<file path="src/sv/sstk_pkg.sv">
package sstk_pkg;

   localparam int DOT_W   = 44;
   localparam int SUM_W   = 28;
   localparam int WGT_W   = 16;
   localparam int IDX_W   = 16;
   localparam int SCORE_W = 17;
   localparam int DEN_W   = 2 * SUM_W;
   localparam int REM_W   = DEN_W + 1;
   localparam int HALF_W  = SUM_W / 2;

   localparam logic [SCORE_W-1:0] SCORE_ONE = SCORE_W'(65536);

   // One finished candidate handed from the accumulator to the scorer.
   typedef struct packed {
      logic [DOT_W-1:0] dot;
      logic [SUM_W-1:0] query_sum;
      logic [SUM_W-1:0] candidate_sum;
      logic [IDX_W-1:0] index;
      logic             last_candidate;
   } job_type;

endpackage

</file>
<file path="src/sv/sstk_req_if.sv">
interface sstk_req_if import sstk_pkg::*; ();
   logic             valid;
   logic             ready;
   logic [WGT_W-1:0] query_weight;
   logic [WGT_W-1:0] candidate_weight;
   logic [IDX_W-1:0] candidate_index;
   logic             last_element;
   logic             last_candidate;

   modport source (output valid, query_weight, candidate_weight, candidate_index,
                   last_element, last_candidate, input ready);
   modport sink   (input valid, query_weight, candidate_weight, candidate_index,
                   last_element, last_candidate, output ready);
endinterface

</file>
<file path="src/sv/sstk_front.sv">
module sstk_front import sstk_pkg::*; (
   input  logic     clock,
   input  logic     reset,
   sstk_req_if.sink req,
   output logic     push,
   output job_type  push_data,
   input  logic     queue_full
);

   logic [DOT_W-1:0] dot_ff, dot_in;
   logic [SUM_W-1:0] qsum_ff, qsum_in;
   logic [SUM_W-1:0] csum_ff, csum_in;
   logic [DOT_W-1:0] dot_sum;
   logic [SUM_W-1:0] qsum_sum;
   logic [SUM_W-1:0] csum_sum;
   logic             take;

   assign req.ready = !queue_full;
   assign take      = req.valid && !queue_full;

   assign dot_sum  = dot_ff + DOT_W'(req.query_weight * req.candidate_weight);
   assign qsum_sum = qsum_ff + SUM_W'(req.query_weight);
   assign csum_sum = csum_ff + SUM_W'(req.candidate_weight);

   assign push                     = take && req.last_element;
   assign push_data.dot            = dot_sum;
   assign push_data.query_sum      = qsum_sum;
   assign push_data.candidate_sum  = csum_sum;
   assign push_data.index          = req.candidate_index;
   assign push_data.last_candidate = req.last_candidate;

   always_comb begin
      dot_in  = dot_ff;
      qsum_in = qsum_ff;
      csum_in = csum_ff;
      if (take) begin
         if (req.last_element) begin
            dot_in  = '0;
            qsum_in = '0;
            csum_in = '0;
         end else begin
            dot_in  = dot_sum;
            qsum_in = qsum_sum;
            csum_in = csum_sum;
         end
      end
   end

   always_ff @(posedge clock) begin
      if (reset) begin
         dot_ff  <= '0;
         qsum_ff <= '0;
         csum_ff <= '0;
      end else begin
         dot_ff  <= dot_in;
         qsum_ff <= qsum_in;
         csum_ff <= csum_in;
      end
   end

endmodule

</file>
<file path="src/flat_wrapper.sv">
// flat-port wrapper written by rule: the top's interface ports become plain ports
module sstk_front_flat import sstk_pkg::*;
  (clock, reset, push, push_data, queue_full, req_valid, req_query_weight, req_candidate_weight, req_candidate_index, req_last_element, req_last_candidate, req_ready);
  sstk_req_if req_i ();
  input  logic clock;
  input  logic reset;
  output logic push;
  output job_type push_data;
  input  logic queue_full;
  input wire logic [$bits(req_i.valid)-1:0] req_valid;
  input wire logic [$bits(req_i.query_weight)-1:0] req_query_weight;
  input wire logic [$bits(req_i.candidate_weight)-1:0] req_candidate_weight;
  input wire logic [$bits(req_i.candidate_index)-1:0] req_candidate_index;
  input wire logic [$bits(req_i.last_element)-1:0] req_last_element;
  input wire logic [$bits(req_i.last_candidate)-1:0] req_last_candidate;
  output wire logic [$bits(req_i.ready)-1:0] req_ready;
  assign req_i.valid = req_valid;
  assign req_i.query_weight = req_query_weight;
  assign req_i.candidate_weight = req_candidate_weight;
  assign req_i.candidate_index = req_candidate_index;
  assign req_i.last_element = req_last_element;
  assign req_i.last_candidate = req_last_candidate;
  assign req_ready = req_i.ready;
  sstk_front u_core (.clock(clock), .reset(reset), .req(req_i), .push(push), .push_data(push_data), .queue_full(queue_full));
endmodule
</file>
<file path="config.mk">
export PLATFORM = sky130hd
export DESIGN_NAME = sstk_front_flat
export DESIGN_NICKNAME = d
export VERILOG_FILES = /design/src/sv/sstk_pkg.sv /design/src/sv/sstk_req_if.sv /design/src/sv/sstk_front.sv /design/src/flat_wrapper.sv
export SDC_FILE = /design/constraint.sdc
export NUM_CORES = 1
export LEC_CHECK = 0
export BUFFER_PORTS_ARGS = -buffer_cell sky130_fd_sc_hd__clkbuf_2
export CAP_MARGIN = 20
export CELL_PAD_IN_SITES_DETAIL_PLACEMENT = 0
export CELL_PAD_IN_SITES_GLOBAL_PLACEMENT = 1
export CORE_MARGIN = 5
export CORE_UTILIZATION = 35
export CTS_CLUSTER_DIAMETER = 60
export DETAILED_ROUTE_END_ITERATION = 10
export MAX_ROUTING_LAYER = met4
export PLACE_DENSITY = 0.71
export SLEW_MARGIN = 20
export SYNTH_ARGS = -nofsm -noshare
export SYNTH_HDL_FRONTEND = slang
export SYNTH_SLANG_ARGS = --single-unit
</file>
<file path="constraint.sdc">
create_clock -name clock -period 18.35 [get_ports clock]
set_clock_uncertainty 0.1 [all_clocks]
set_input_delay 0.9175 -clock clock [delete_from_list [all_inputs] [get_ports clock]]
set_output_delay 0.9175 -clock clock [all_outputs]
set_load 0.05 [all_outputs]
</file>
**Yosys cells after proc, flatten, opt, wreduce, memory -nomap -nowiden**

Index checks and enable logic that the tools add are counted.

- Register bits: 100
- Bits of input ports: 54
- Output and inout bits: 119
- Logic and storage cells: 13

- Add/sub/neg operators: 3
- $mul: 1
- Muxes and demuxes: 3
- Reductions and logical operators: 3

Operators by type and width:

| cell | number |
|---|---|
| 28-bit by 16-bit adder with 28-bit output | 2 |
| 28-bit two-way mux | 2 |
| 44-bit by 32-bit adder with 44-bit output | 1 |
| 44-bit two-way mux | 1 |
| 16-bit by 16-bit multiplier with 32-bit output | 1 |
| 1-bit logical AND | 2 |
| 1-bit logical NOT | 1 |

**Logic depth before layout (Yosys ltp)**

- Word-level depth: 3
- Mapped depth: 24
- Depth with buffers taken out: 22

**Worst setup path after synthesis**

OpenSTA, ideal clock, no wires.

- Path type: input-to-output
- Start: in req_query_weight[10]
- End: out push_data[112] in the netlist's numbering
- Data arrival time: 6.898 ns
- Data required time: 17.332 ns
- Setup slack: 10.435 ns
- Stages: 21
- Path through: clkbuf_1 > nand2_1 > fa_1 > inv_1 > fa_1 > fa_1 > fa_1 > fa_1 > inv_1 > fa_1 > inv_1 > ha_1 > buf_2 > nand2_2 > nor3_4 > inv_1 > nor3_4 > o21bai_2 > a41o_1 > or3_1 > xnor2_1

RTL lines:

| item | RTL line | text |
|---|---|---|
| from (decl) | flat_wrapper.sv:11 | `input wire logic [$bits(req_i.query_weight)-1:0] req_query_weight;` |
| to (decl) | flat_wrapper.sv:8 | `output job_type push_data;` |

==> flow_summary.yaml <==
outcome:
  status: "completed"
timing:
  min_period_over_period_pct: 46.3
  period_needed_ps: 8500
  rsz0062_at_grt: "false"
  relSlewSlack_pct: 39.6
  finalHoldViolCount: 0
  setup_tns_ps: 0
  maxSlewViolCount: 0
  worst_slew_pin_slew_ps: 906
  max_freq_ghz: 0.118
  setup_viol: 0
setup_path:
  cp.arrival_ps: 7490
  cp_common_cell: "fa_1"
  endpoint_kind: "output pin"
  cp_max_fo: 17
  cpLargestDelayFamily: "adder cells"
  critPathSlowestCell: "a41oi_1"
  critPathMaxStageDelay_ps: 660
  path_cells: "clkbuf_2 > and2_1 > fa_1 > inv_1 > fa_1 > inv_1 > fa_1 > fa_1 > fa_1 > inv_1 > fa_1 > inv_1 > ha_1 > nand2_2 > nor3_4 > inv_1 > nor3_4 > o21bai_2 > a41oi_1 > nand4_1 > xnor2_1 > clkbuf_2"
  startpoint_type: "primary input"
  worst-path-buf-inv: 7
  path_class: "primary input to output pin"
  critPathRequiredTime_ps: 17330
final_layout:
  final_nets: 2352
  layout.cells.most_common_list: "inv_1 (339), fa_1 (228), nand2_1 (217)"
  drive_gt1_share_pct: 9.67
  layout_commonest_cell: "inv_1"
  syn2layout_area_growth_pct: 8.59
yosys:
  syn_area_per_cell_um2: 8.42
  netlist_area_mm2: 0.0157
  yosysUniqueCellTypes: 71
  synthCells: 1867
  synth-seq-cells: 100
  syn_nets: 2291
  synth-edff-count: 0
  ys.warnings.count: 0
  ys_seq_area_share_pct: 12.7
  async_reset_ff_share_pct: 0
  synth-main-ff-cell: "dfxtp_1"
clock_network:
  cts_buffers: 9
  tritoncts: "built"
  post-cts-setup-buffer-count: 0
  htreeDepth: 3
  cts.sinks: 100
  cts.clk_slew.worst_paths_ps: 80
  cts_root_buffer: "clkbuf_16"
  clock_latency_ps: 370
  cts_resized: 0
  ctsHoldBuffers: 0
  clock_path_buffers: 2
global_route:
  overflow: 0
  grt_first_pass_wirelength_um: 73300
  grt_max_degree: 63
  grt_pass1_vias: 13300
  grt.total_usage_pct: 18.9
  antenna_found_initial: 2
detailed_routing:
  drc: 0
  wl_um: 46000
  dr.pass1.iters: 5
  dr.first_iter.drc_count: 728
  ant_nets: 0
  num_vias: 13000
  vias_per_cell: 5.14
  wl_per_cell_um: 18.2
floorplan:
  die_h_um: 222
  core_mm2: 0.0443
  initial_core_util_pct: 35.5
  ios: 173
  dieArea_mm2: 0.0492
  rows: 77
  fp.dieW_um: 222
placement:
  hpwl_um: 35100
  gp_congestion: 0.921
  numPortBuffers: 138
flow_run:
  drv_cap: 0
worst_hold_path:
  hold_class: "flop to flop"
[cell type report]
cell class / instances / area, µm²
inverters: 340 / 1280
clock inverters: 5 / 42.5
well taps: 592 / 741
diodes: 1 / 2.50
flip-flops and latches: 100 / 2000
multi-input cells: 1333 / 12000
fillers: 4684 / 27200
clock buffers: 11 / 243
repair buffers: 144 / 736
[path summary, 6_finish.rpt]
kind	startpoint	endpoint	slack (ps)	cells after the start
hold reg to reg	u_core.qsum_ff[25]	u_core.qsum_ff[25]	350	1
setup reg to reg	u_core.dot_ff[12]	u_core.dot_ff[43]	12960	17
setup / recovery	req_query_weight[14]	push_data[116]	9850	22
hold / removal	u_core.qsum_ff[25]	u_core.qsum_ff[25]	350	1
[metal layers]
| layer | up-vias | track usage [%] | wire length, µm |
|---|---|---|---|
| li1 | 6087 | - | - |
| met1 | 6534 | 24.7 | 20700 |
| met2 | 303 | 31.8 | 22500 |
| met3 | 56 | 2.33 | 1880 |
| met4 | 0 | 4.20 | 829 |
| met5 | - | - | 0 |
[state kept, by name, summed over array words and instances, names as in the netlist]
signal and cells:
u_core.dot_ff 44, u_core.csum_ff 28, u_core.qsum_ff 28
[cell families (layout without fill, tap and decap cells)]
group                      after synthesis  in the layout  synth area share [%]
and+or+nand+nor                        552            552                  17.3
buffers and inverters                  434            500                  10.9
adders and majority gates              370            370                  40.3
AOI/OAI and AO/OA                      324            324                  13.9
DFF                                    100            100                  12.7
xor gates and xnor gates                84             84                  4.68
muxes                                    3              3                 0.191
other                                    0              1                     0
[cell usage after synthesis, drive strengths merged, types with 8 or more instances]
master,n,share of area [%]
o21a,8,0.38
a211oi,11,0.56
xor2,25,1.4
fa,228,29
and2,125,5.0
a21o,21,1.0
clkbuf,66,1.6
a22o,20,1.1
nand4,11,0.44
inv,339,8.1
nand3,21,0.67
nand3b,12,0.57
a21oi,86,2.8
ha,142,11
buf,28,1.2
nor2,83,2.0
dfxtp,100,13
o21ai,63,2.1
a31oi,19,0.80
or3,18,0.78
a22oi,33,1.6
nor2b,12,0.48
nor3,18,0.72
o21bai,12,0.62
and3,12,0.48
nand2,221,5.4
xnor2,59,3.3
o211ai,8,0.41
o31ai,9,0.49
[stage by stage]
| stage | cells | setup WS [ps] | utilization (%) | hold slack (ps) | cell area [µm²] |
|---|---|---|---|---|---|
| after global routing | 2526 | 9500 | 38.5 | 370 | 17100 |
| after CTS | 2525 | 9850 | 38.5 | 349 | 17100 |
| final | 2526 | 9850 | 38.5 | 353 | 17100 |
| after detailed placement | 2509 | 9870 | 37.9 | 332 | 16800 |
| after global placement | 2509 | 9930 | 37.9 | 325 | 16800 |
| after floorplan | 1867 | 10430 | - | 312 | 15700 |
Power is not shown: default switching activity piles up to over one toggle a cycle in this logic, so the estimate is an artifact.
