$ cat config.mk
export PLATFORM = sky130hd
export DESIGN_NAME = sstk_queue
export DESIGN_NICKNAME = d
export VERILOG_FILES = /design/src/sv/sstk_pkg.sv /design/src/sv/sstk_queue.sv
export SDC_FILE = /design/constraint.sdc
export NUM_CORES = 1
export LEC_CHECK = 0
export BUFFER_PORTS_ARGS = -buffer_cell sky130_fd_sc_hd__buf_2
export CORE_UTILIZATION = 45
export CTS_BUF_LIST = sky130_fd_sc_hd__clkbuf_4
export DETAILED_ROUTE_END_ITERATION = 16
export GPL_TIMING_DRIVEN = 0
export MAX_ROUTING_LAYER = met4
export PLACE_DENSITY_LB_ADDON = 0.1
export REMOVE_ABC_BUFFERS = 1
export SYNTH_ARGS = -nofsm -noshare
export SYNTH_HDL_FRONTEND = slang
export SYNTH_SLANG_ARGS = --single-unit
$ cat constraint.sdc
create_clock -name clock -period 7.55 [get_ports clock]
set_clock_uncertainty 0.15 [all_clocks]
set_input_delay 0.3775 -clock clock [delete_from_list [all_inputs] [get_ports clock]]
set_output_delay 0.3775 -clock clock [all_outputs]
set_load 0.01 [all_outputs]
$ cat src/sv/sstk_pkg.sv
package sstk_pkg;

   localparam int DOT_W   = 44;
   localparam int SUM_W   = 28;
   localparam int WGT_W   = 16;
   localparam int IDX_W   = 16;
   localparam int SCORE_W = 17;
   localparam int DEN_W   = 2 * SUM_W;
   localparam int REM_W   = DEN_W + 1;
   localparam int HALF_W  = SUM_W / 2;

   localparam logic [SCORE_W-1:0] SCORE_ONE = SCORE_W'(65536);

   // One finished candidate handed from the accumulator to the scorer.
   typedef struct packed {
      logic [DOT_W-1:0] dot;
      logic [SUM_W-1:0] query_sum;
      logic [SUM_W-1:0] candidate_sum;
      logic [IDX_W-1:0] index;
      logic             last_candidate;
   } job_type;

endpackage

$ cat src/sv/sstk_queue.sv
module sstk_queue import sstk_pkg::*; (
   input  logic    clock,
   input  logic    reset,
   input  logic    push,
   input  job_type push_data,
   output logic    full,
   input  logic    pop,
   output logic    not_empty,
   output job_type head
);

   job_type     slot_ff [2];
   logic [1:0]  count_ff, count_in;
   logic        rd_ff, rd_in;
   logic        wr_ff, wr_in;

   assign full      = (count_ff == 2'd2);
   assign not_empty = (count_ff != 2'd0);
   assign head      = slot_ff[rd_ff];

   always_comb begin
      count_in = count_ff;
      rd_in    = rd_ff;
      wr_in    = wr_ff;
      if (push && !full) begin
         wr_in = ~wr_ff;
      end
      if (pop && not_empty) begin
         rd_in = ~rd_ff;
      end
      if ((push && !full) && !(pop && not_empty)) begin
         count_in = count_ff + 2'd1;
      end else if (!(push && !full) && (pop && not_empty)) begin
         count_in = count_ff - 2'd1;
      end
   end

   always_ff @(posedge clock) begin
      if (reset) begin
         count_ff <= 2'd0;
         rd_ff    <= 1'b0;
         wr_ff    <= 1'b0;
      end else begin
         count_ff <= count_in;
         rd_ff    <= rd_in;
         wr_ff    <= wr_in;
      end
      if (push && !full) begin
         slot_ff[wr_ff] <= push_data;
      end
   end

endmodule

### Word-level counts from Yosys, hierarchy flattened

Memory sizes are Yosys's and may differ from the RTL's. A register that Yosys moved wholly into a read port is not among the register bits.
Index checks and enable logic that the tools add are counted.

| word-level totals | value |
|---|---|
| output and inout port bits | 119 |
| memory bits (writable) | 234 |
| word-level logic and storage cells | 24 |
| register bits after elaboration | 4 |
| memories kept | 1 |
| bits of input ports | 121 |

| cells by class | value |
|---|---|
| bitwise logic cells | 2 |
| add/subtract/negate cells | 2 |
| equal/unequal tests | 1 |
| reductions and logical operators | 9 |
| muxes and demuxes | 6 |

Memories:

| memory | depth | width | rd ports | clocked after Yosys merged registers in | write ports | RTL line | source |
|---|---|---|---|---|---|---|---|
| slot_ff | 2 | 117 | 1 | 1 | 1 | sstk_queue.sv:12 | `job_type slot_ff [2];` |

Operators with widths:

| kind | number |
|---|---|
| 1-bit logical AND | 4 |
| 1-bit two-way mux | 4 |
| 2-bit two-way mux | 2 |
| 2-bit nonzero test | 2 |
| 1-bit logical NOT | 3 |
| 2-bit by 1-bit adder with 2-bit output, second input constant | 1 |
| 2-bit == test, second input constant | 1 |
| 1-bit inverter | 2 |
| 2-bit by 1-bit subtractor with 2-bit output, second input constant | 1 |

### Logic depth before layout (Yosys ltp)

Gate-level depths: netlist of run 1.

| logic depth | value |
|---|---|
| depth in word-level cells | 7 |
| depth in mapped cells | 6 |
| mapped depth without buffers | 6 |

### Least setup slack after synthesis of run 1

Ideal clock, no wire load.

| timing | value |
|---|---|
| path type | register -> register |
| from | register count_ff[1] |
| to | memory slot_ff[1][0] (netlist name), enable pin |
| data required time | 6.910 ns |
| data arrival time | 3.324 ns |
| clock period less this slack | 3.964 ns |
| buffers on the path | 0 |
| path slack | 3.586 ns |
| library setup time | 0.490 ns |
| cell stages (with the launch flop) | 4 |
| path through | dfxtp_1 nor2b_2 nor2_1 and2_1 |

| between the ends | value |
|---|---|
| word-level cells in the longest chain between the ends | 5 |

RTL lines:

| item | RTL line | source |
|---|---|---|
| start, declared | sstk_queue.sv:13 | `logic [1:0] count_ff, count_in;` |
| start signal, assigned | sstk_queue.sv:44 | `count_ff <= count_in;` |
| 2-bit == test | sstk_queue.sv:17 | `assign full = (count_ff == 2'd2);` |
| named net full | sstk_queue.sv:6 | `output logic full,` |
| 1-bit logical NOT | sstk_queue.sv:48 | `if (push && !full) begin` |
| 1-bit logical AND | sstk_queue.sv:48 |  |
| 1-bit two-way mux | sstk_queue.sv:48 |  |
| 1-bit two-way mux (not written as such) | sstk_queue.sv:49 | `slot_ff[wr_ff] <= push_data;` |
| end, declared | sstk_queue.sv:12 |  |

The timed path passes the listed nets, and every way through them passes these cells.

==> results of run 1 <==
state kept, by name, indices dropped and copies added, names as in the netlist, named ones only:
register / flops
slot_ff: 234
rd_ff: 1
count_ff: 2
wr_ff: 1
area by class of cell:
cell class                      count  area, sq um  area share (%)
Timing Repair Buffer              363         2490            20.3
Antenna cell                        2         5.00          0.0408
Sequential cell                   239         7130            58.1
Inverter                            2         12.5           0.102
Clock inverter                      3         11.3          0.0918
Multi-Input combinational cell    135         1550            12.6
Clock buffer                      100          751            6.12
Tap cell                          260          325            2.65
per-layer routing:
layer / global-route usage (%) / vias to the layer above
met5: - / -
met4: 7.58 / 0
met3: 4.79 / 40
met2: 31.2 / 187
met1: 18.5 / 2430
li1: - / 2414
placed cells by master, fill, tap and decap left out:
| cell | n |
|---|---|
| o21ai_0 | 3 |
| dfxtp_1 | 4 |
| mux2_4 | 30 |
| nor2_1 | 4 |
| nor2b_2 | 1 |
| diode_2 | 2 |
| or3_1 | 2 |
| and2_4 | 1 |
| dfxtp_4 | 1 |
| edfxtp_1 | 234 |
| dlygate4sd3_1 | 121 |
| xor2_1 | 3 |
| or2_2 | 1 |
| inv_6 | 1 |
| a21oi_1 | 2 |
| clkbuf_4 | 100 |
| mux2_2 | 87 |
| clkinv_1 | 3 |
| inv_1 | 1 |
| buf_16 | 3 |
| ha_1 | 1 |
| buf_2 | 239 |
critical path: cells and delay by family (launching register included):
family                 cells  cell delay [ns]
buffers and inverters      2             0.54
DFF                        1             0.94
muxes                      1             0.39
kinds of logic after synthesis:
| kind of cell | share of synthesized area, % |
|---|---|
| compound gates | 0.285 |
| xor+xnor | 0.300 |
| fa+ha+maj | 0.143 |
| buf+inv | 1.18 |
| flops | 81.2 |
| mux | 16.3 |
| simple gates | 0.556 |
per-stage QoR:
step / hold WS (ns) / setup WS, ns / instance area [sq um]
after floorplan: 0.297 / 3.20 / 8680
after global placement: 0.321 / 1.55 / 10200
after detailed placement: 0.337 / 5.09 / 10300
after CTS: 0.243 / 4.37 / 12300
after global routing: 0.251 / 4.29 / 12300
final: 0.304 / 4.48 / 12300
path summary, 6_finish.rpt:
check,start,to,cells past startpoint
worst min register to register,rd_ff,rd_ff,2
worst max register to register,count_ff[1],slot_ff[1][17],4
worst max-delay path,flip-flop,head[41],3
worst min-delay path,push_data[35],slot_ff[0][35],2
power breakdown:
part	switching (uW)	leakage [uW]	internal, uW	total [uW]
registers	88.5	0.00223	1670	1760
clock network	461	0.000465	586	1050
logic	445	0.00208	483	928
==> results_dict.tcl, run 1 <==
set metrics [dict create \
    wl_microns 16900 \
    arrival_ns 2.54 \
    antenna_found_initial 1 \
    cts_inserted_buffers 60 \
    clkTransAtPathRegs_ns 0.06 \
    yosysSeqAreaShare_pct 81.2 \
    ys_dominant_reg_cell "edfxtp_1" \
    fmax_mhz 326 \
    critPathSlowestCell "dfxtp_4" \
    start_kind "flip-flop" \
    final_cells 1104 \
    ant_nets 0 \
    port_buffers 239 \
    hold_viol_final 0 \
    ys_ff_latch 239 \
    required_ns 7.02 \
    initial_core_util_pct 46.4 \
    slowest_delay_ns 0.94 \
    clockRootBuffer "clkbuf_4" \
    drt_iter0_drc 129 \
    drc 0 \
    die-area_sq_um 20100 \
    synth_area_leaders "edfxtp_1 (80%), mux2_2 (11%), mux2_4 (5.1%), dfxtp_1 (1.1%), buf_6 (0.64%)" \
    worst_ir_drop_vdd_mv 0.170 \
    hold_class "primary input to flip-flop" \
    grt_max_degree 66 \
    max_slew_margin_pct 40.6 \
    path_cells "buf_16, mux2_2, buf_2" \
    slew_viol_final 0 \
    maxCapViolations 0 \
    fin_util_pct 64.9 \
    rows 50 \
    power.leakage_uw 0.00477 \
    gr-total-overflow 0 \
    nets 923 \
    worst-r2r-setup-slack_ns 5.30 \
    synth_commonest_cells "edfxtp_1 (234), mux2_2 (87), mux2_4 (30), buf_2 (8)" \
    synth_async_sr_flop_share_pct 0 \
    via_per_inst 4.59 \
    wl_met2_microns 8920 \
    insertion_delay_ns 0.64 \
    top_layer_used "met4" \
    routedWlPerCell_microns 15.3 \
    area_delta_synth_final_pct 39.9 \
    cts_setup_buffers 0 \
    dieHeight_microns 142 \
    cts_tree "built" \
    p_per_area_nw_per_um2 304 \
    dp_cells 878 \
    power.total_uw 3730 \
    synthCells 389 \
    io_pins 240 \
    synth-edff-count 234 \
    wl_met3_microns 1140 \
    synth.distinct_cells 16 \
    worstSetupPathType "flip-flop to output port" \
    via_count 5071 \
    place_congestion 0.700 \
    tns_ns 0 \
    avgSynthCellArea_sq_um 22.6 \
    fin_crit_sh_pct 40.7 \
    cts_resized 0 \
    rsz0062_at_grt "no" \
    worstSetupEndpointType "output port" \
    yosysMostFrequentCell "edfxtp_1" \
    drive_gt1_share_pct 55.1 \
    status "finished, final reports clean" \
    grt_pass1_wl_microns 26600 \
    core-area_sq_um 18900 \
    dpl.hpwl_microns 9770 \
    syn_area_sq_um 8770 \
    yosysWarnings 0 \
    tightest_slew_ns 0.891 \
    cts_sinks 239 \
    wl_met1_microns 6490 \
    dr.pass1.iters 4 \
    fill_cells 1391 \
    setup_viol 0 \
    first_global_vias 5686 \
    synth_top_area_cell "edfxtp_1" \
    htreeDepth 2 \
    period_minus_slack_ns 3.07 \
    cp_max_fo 61 \
    dieWidth_microns 142 \
    grt_use_total_pct 17.6 \
    cts_hold_buf 121 \
    synth_top_area_share_pct 80.1 \
    clock_tree.buffer_depth 3 \
]
Note: power is estimated with default switching activity, not from simulation.
==> inputs of run 2 (changes only) <==
==> constraint.sdc (replaced) <==
create_clock -name clock -period 2.97 [get_ports clock]
set_clock_uncertainty 0.15 [all_clocks]
set_input_delay 0.1485 -clock clock [delete_from_list [all_inputs] [get_ports clock]]
set_output_delay 0.1485 -clock clock [all_outputs]
set_load 0.01 [all_outputs]
==> results_dict.tcl, run 2 (same netlist as run 1, synthesis figures left out) <==
set metrics [dict create \
    rows 50 \
    required_ns 2.67 \
    final_common_cell "buf_2" \
    fmax_mhz 393 \
    tightest_slew_ns 0.807 \
    grt_pass1_wl_microns 26600 \
    multi_input_area_sq_um 1550 \
    worst-r2r-setup-slack_ns 0.69 \
    slowest_delay_ns 0.67 \
    path_cells "buf_16, mux2_2, buf_2" \
    drt_iter0_drc 133 \
    seqPwrFrac_pct 46.3 \
    wl_met1_microns 6730 \
    hold_class "primary input to flip-flop" \
    top_layer_used "met4" \
    worstSetupEndpointType "output port" \
    final_cells 1105 \
    die-area_sq_um 20100 \
    area_delta_synth_final_pct 40.1 \
    nets 924 \
    gr-total-overflow 0 \
    placed_cell_area_sq_um 10300 \
    place_congestion 0.700 \
    largestRegisters "slot_ff (234), count_ff (2)" \
    first_global_vias 5686 \
    internal_power_uw 6970 \
    io_pins 240 \
    max_slew_margin_pct 46.2 \
    cts_inserted_buffers 60 \
    cts_sinks 239 \
    dr.pass1.iters 4 \
    core-area_sq_um 18900 \
    setup_viol 0 \
    via_per_inst 4.58 \
    maxCapViolations 0 \
    power.leakage_uw 0.00478 \
    final_cell_mix "buf_2 (239), edfxtp_1 (234), dlygate4sd3_1 (121)" \
    antenna_found_initial 1 \
    postLayoutCellArea_sq_um 12300 \
    routedWlPerCell_microns 15.5 \
    seq_area_sq_um 7130 \
    worst-path-buf-inv 2 \
    clock_tree.buffer_depth 3 \
    critical-path-top-delay-family "flip-flops" \
    power_switching_uw 2540 \
    start_kind "flip-flop" \
    cts_resized 0 \
    drc 0 \
    wl_met3_microns 1080 \
    clkTransAtPathRegs_ns 0.06 \
    port_buffers 239 \
    p_comb_share_pct 25.7 \
    via_count 5056 \
    wl_microns 17100 \
    largest_reg_flops 234 \
    critPathSlowestCell "dfxtp_4" \
    fill_cells 1387 \
    worstSetupPathType "flip-flop to output port" \
    cts_tree "built" \
    status "finished, final reports clean" \
    insertion_delay_ns 0.64 \
    dieHeight_microns 142 \
    grt_max_degree 66 \
    p_clk_share_pct 28.0 \
    regMostFlops "slot_ff" \
    rsz0062_at_grt "no" \
    dp_cells 878 \
    dieWidth_microns 142 \
    period_minus_slack_ns 2.55 \
    initial_core_util_pct 46.4 \
    ant_nets 0 \
    wl_met2_microns 8970 \
    clockRootBuffer "clkbuf_4" \
    grt_use_total_pct 17.6 \
    worst_ir_drop_vdd_mv 0.433 \
    dpl.hpwl_microns 9770 \
    hold_viol_final 0 \
    p_per_area_nw_per_um2 774 \
    arrival_ns 2.25 \
    slew_viol_final 0 \
    cp_max_fo 61 \
    drive_gt1_share_pct 55.2 \
    fin_crit_sh_pct 85.7 \
    htreeDepth 2 \
    swShare_pct 26.7 \
]
-- run 2: cell count changes in the layout (fill, tap and decap cells not counted), sizes merged --
cell	change
buf	+1
-- run 2: cell type report --
| class | count | share of cell area [%] |
|---|---|---|
| Inverter | 2 | 0.102 |
| Clock inverter | 3 | 0.0916 |
| Sequential cell | 239 | 58.0 |
| Antenna cell | 2 | 0.0407 |
| Clock buffer | 100 | 6.11 |
| Tap cell | 260 | 2.65 |
| Multi-Input combinational cell | 135 | 12.6 |
| Timing Repair Buffer | 364 | 20.4 |
-- run 2: routing by layer --
layer / up-vias / global-route usage (%)
li1: 2414 / -
met1: 2427 / 18.5
met3: 38 / 4.79
met2: 177 / 31.2
met5: - / -
met4: 0 / 7.58
-- run 2: path summary, 6_finish.rpt --
check,start,to,cells past startpoint
worst max register to register,count_ff[1],slot_ff[1][17],4
worst max-delay path,flip-flop,head[41],3
worst min-delay path,push_data[35],slot_ff[0][35],2
worst min register to register,wr_ff,wr_ff,2
-- run 2: power by group through the flow --
stage	Clock (uW)	Sequential (uW)	Combinational, uW
2_1_floorplan	0	4600	1410
3_3_place_gp	0	4710	2170
3_5_place_dp	0	4540	2260
4_1_cts	2760	4470	2400
5_1_grt	2930	4450	2640
6_report	2660	4410	2440
-- run 2: metrics by stage --
stage	hold WS (ns)	power [uW]	utilization [%]	setup slack, ns	TNS [ns]
CTS	0.0145	9640	64.9	0.0141	0
global placement	0.186	6880	54.0	-2.80	-842.81
finish	0.0747	9510	65.1	0.425	0
detailed placement	0.189	6800	54.5	0.651	0
floorplan	0.0676	6010	-	-1.15	-335.58
global route	0.0218	10000	65.1	0.278	0
-- run 2: timing repair --
item	4_1_cts	5_1_grt
setup buffers	0	1
hold buffers	121	0
setup endpoints to repair	0	47
hold endpoints to repair	239	0
==> inputs of run 3 (changes only) <==
--- a/config.mk
+++ b/config.mk
@@ -11,7 +11,7 @@
 export DETAILED_ROUTE_END_ITERATION = 16
 export GPL_TIMING_DRIVEN = 0
 export MAX_ROUTING_LAYER = met4
-export PLACE_DENSITY_LB_ADDON = 0.1
+export PLACE_DENSITY = 0.76
 export REMOVE_ABC_BUFFERS = 1
 export SYNTH_ARGS = -nofsm -noshare
 export SYNTH_HDL_FRONTEND = slang
==> results_dict.tcl, run 3 (same netlist as run 1, synthesis figures left out) <==
set metrics [dict create \
    fill_cells 1307 \
    nets 936 \
    power.leakage_uw 0.00480 \
    via_per_inst 4.69 \
    reg2reg_to "slot_ff[0][100]" \
    max_slew_margin_pct 49.9 \
    cts_tree "built" \
    grt_pass1_wl_microns 28900 \
    start_kind "flip-flop" \
    arrival_ns 2.15 \
    htreeDepth 2 \
    final_cells 1114 \
    clock_tree.buffer_depth 3 \
    ant_nets 0 \
    gr-total-overflow 0 \
    insertion_delay_ns 0.65 \
    worst-r2r-setup-slack_ns 0.54 \
    rr_worst_depth 4 \
    internal_power_uw 6840 \
    setup_viol 0 \
    final_cell_mix "buf_2 (239), edfxtp_1 (234), dlygate4sd3_1 (134)" \
    worstSetupEndpointType "output port" \
    insertedDiodeCount 0 \
    hold_class "primary input to flip-flop" \
    io_pins 240 \
    required_ns 2.67 \
    grt_use_total_pct 19.4 \
    timing.rr.start "count_ff[0]" \
    worstSetupPathType "flip-flop to output port" \
    largestRegisters "slot_ff (234), count_ff (2)" \
    p_comb_share_pct 26.5 \
    routedWlPerCell_microns 16.9 \
    rsz0062_at_grt "no" \
    slew_viol_final 0 \
    power_switching_uw 2640 \
    dr.pass1.iters 4 \
    drt_iter0_drc 229 \
    drc 0 \
    rows 50 \
    clkTransAtPathRegs_ns 0.07 \
    fin_crit_sh_pct 82.3 \
    dp_cells 879 \
    p_per_area_nw_per_um2 766 \
    maxCapViolations 0 \
    cts_sinks 239 \
    swShare_pct 27.8 \
    clockRootBuffer "clkbuf_4" \
    largest_reg_flops 234 \
    drive_gt1_share_pct 53.4 \
    period_minus_slack_ns 2.44 \
    dieHeight_microns 142 \
    via_count 5223 \
    dieWidth_microns 142 \
    antenna_found_initial 0 \
    hold_viol_final 0 \
    port_buffers 239 \
    final_common_cell "buf_2" \
    tightest_slew_ns 0.751 \
    status "finished, final reports clean" \
    core-area_sq_um 18900 \
    place_congestion 0.695 \
    cts_inserted_buffers 59 \
    wl_microns 18800 \
    cts_resized 0 \
    worst_ir_drop_vdd_mv 0.567 \
    die-area_sq_um 20100 \
    power.total_uw 9480 \
    cp_max_fo 54 \
    first_global_vias 6004 \
    initial_core_util_pct 46.4 \
    seqPwrFrac_pct 46.5 \
    cp-endpoint "head[115]" \
    grt_max_degree 67 \
    regMostFlops "slot_ff" \
    fmax_mhz 409 \
    area_delta_synth_final_pct 41.0 \
    dpl.hpwl_microns 10400 \
    p_clk_share_pct 27.0 \
]
[run 3: cell type report]
type	instances	area (sq um)	area share (%)
inverter	2	10.0	0.0809
multi-input combinational	135	1550	12.5
clock inverter	14	57.6	0.465
timing repair buffer	377	2650	21.4
sequential	239	7130	57.6
clock buffer	87	653	5.28
tap	260	325	2.63
[run 3: power groups by stage]
stage	Sequential, uW	Combinational, uW	Clock (uW)
floorplan	4600	1410	0
global placement	4710	2200	0
CTS	4410	2510	2620
detailed placement	4480	2340	0
global route	4450	2680	2810
finish	4410	2510	2560
[run 3: worst max-delay path, cell delays in order (launching register included)]
cell	delay, ns
dfxtp_4	0.60
buf_16	0.32
mux2_2	0.39
buf_2	0.14
[run 3: how the worst min path moves through the flow]
stage	depth (start not counted)	to	startpoint
global route	2	slot_ff[0][67]	push_data[67]
CTS	2	slot_ff[1][75]	push_data[75]
floorplan	1	count_ff[1]	reset
detailed placement	1	slot_ff[1][115]	push_data[115]
finish	2	slot_ff[0][49]	push_data[49]
global placement	1	slot_ff[1][51]	push_data[51]
[run 3: per-layer routing]
layer | vias to the layer above | GRT usage, % | part of all wire (%)
li1 | 2433 | - | -
met1 | 2535 | 19.5 | 38
met2 | 217 | 34.7 | 53
met3 | 38 | 5.80 | 6.5
met4 | 0 | 8.60 | 2.4
met5 | - | - | 0
[run 3: what timing repair did]
| item | 4_1_cts | 5_1_grt |
|---|---|---|
| setup buffers | 0 | 0 |
| hold buffers | 133 | 1 |
| hold endpoints to repair | 239 | 2 |
[run 3: metrics by stage]
stage          worst slack, ns  setup TNS (ns)  instance area (sq um)  util (%)  hold slack [ns]
5_1_grt                  0.370               0                  12400      65.5          0.00702
3_5_place_dp             0.588               0                  10300      54.6            0.189
3_3_place_gp             -2.53         -750.87                  10200      54.0            0.186
6_report                 0.526               0                  12400      65.5           0.0628
4_1_cts                  0.423               0                  12400      65.4         0.000455
2_1_floorplan            -1.15         -335.58                   8680         -           0.0676
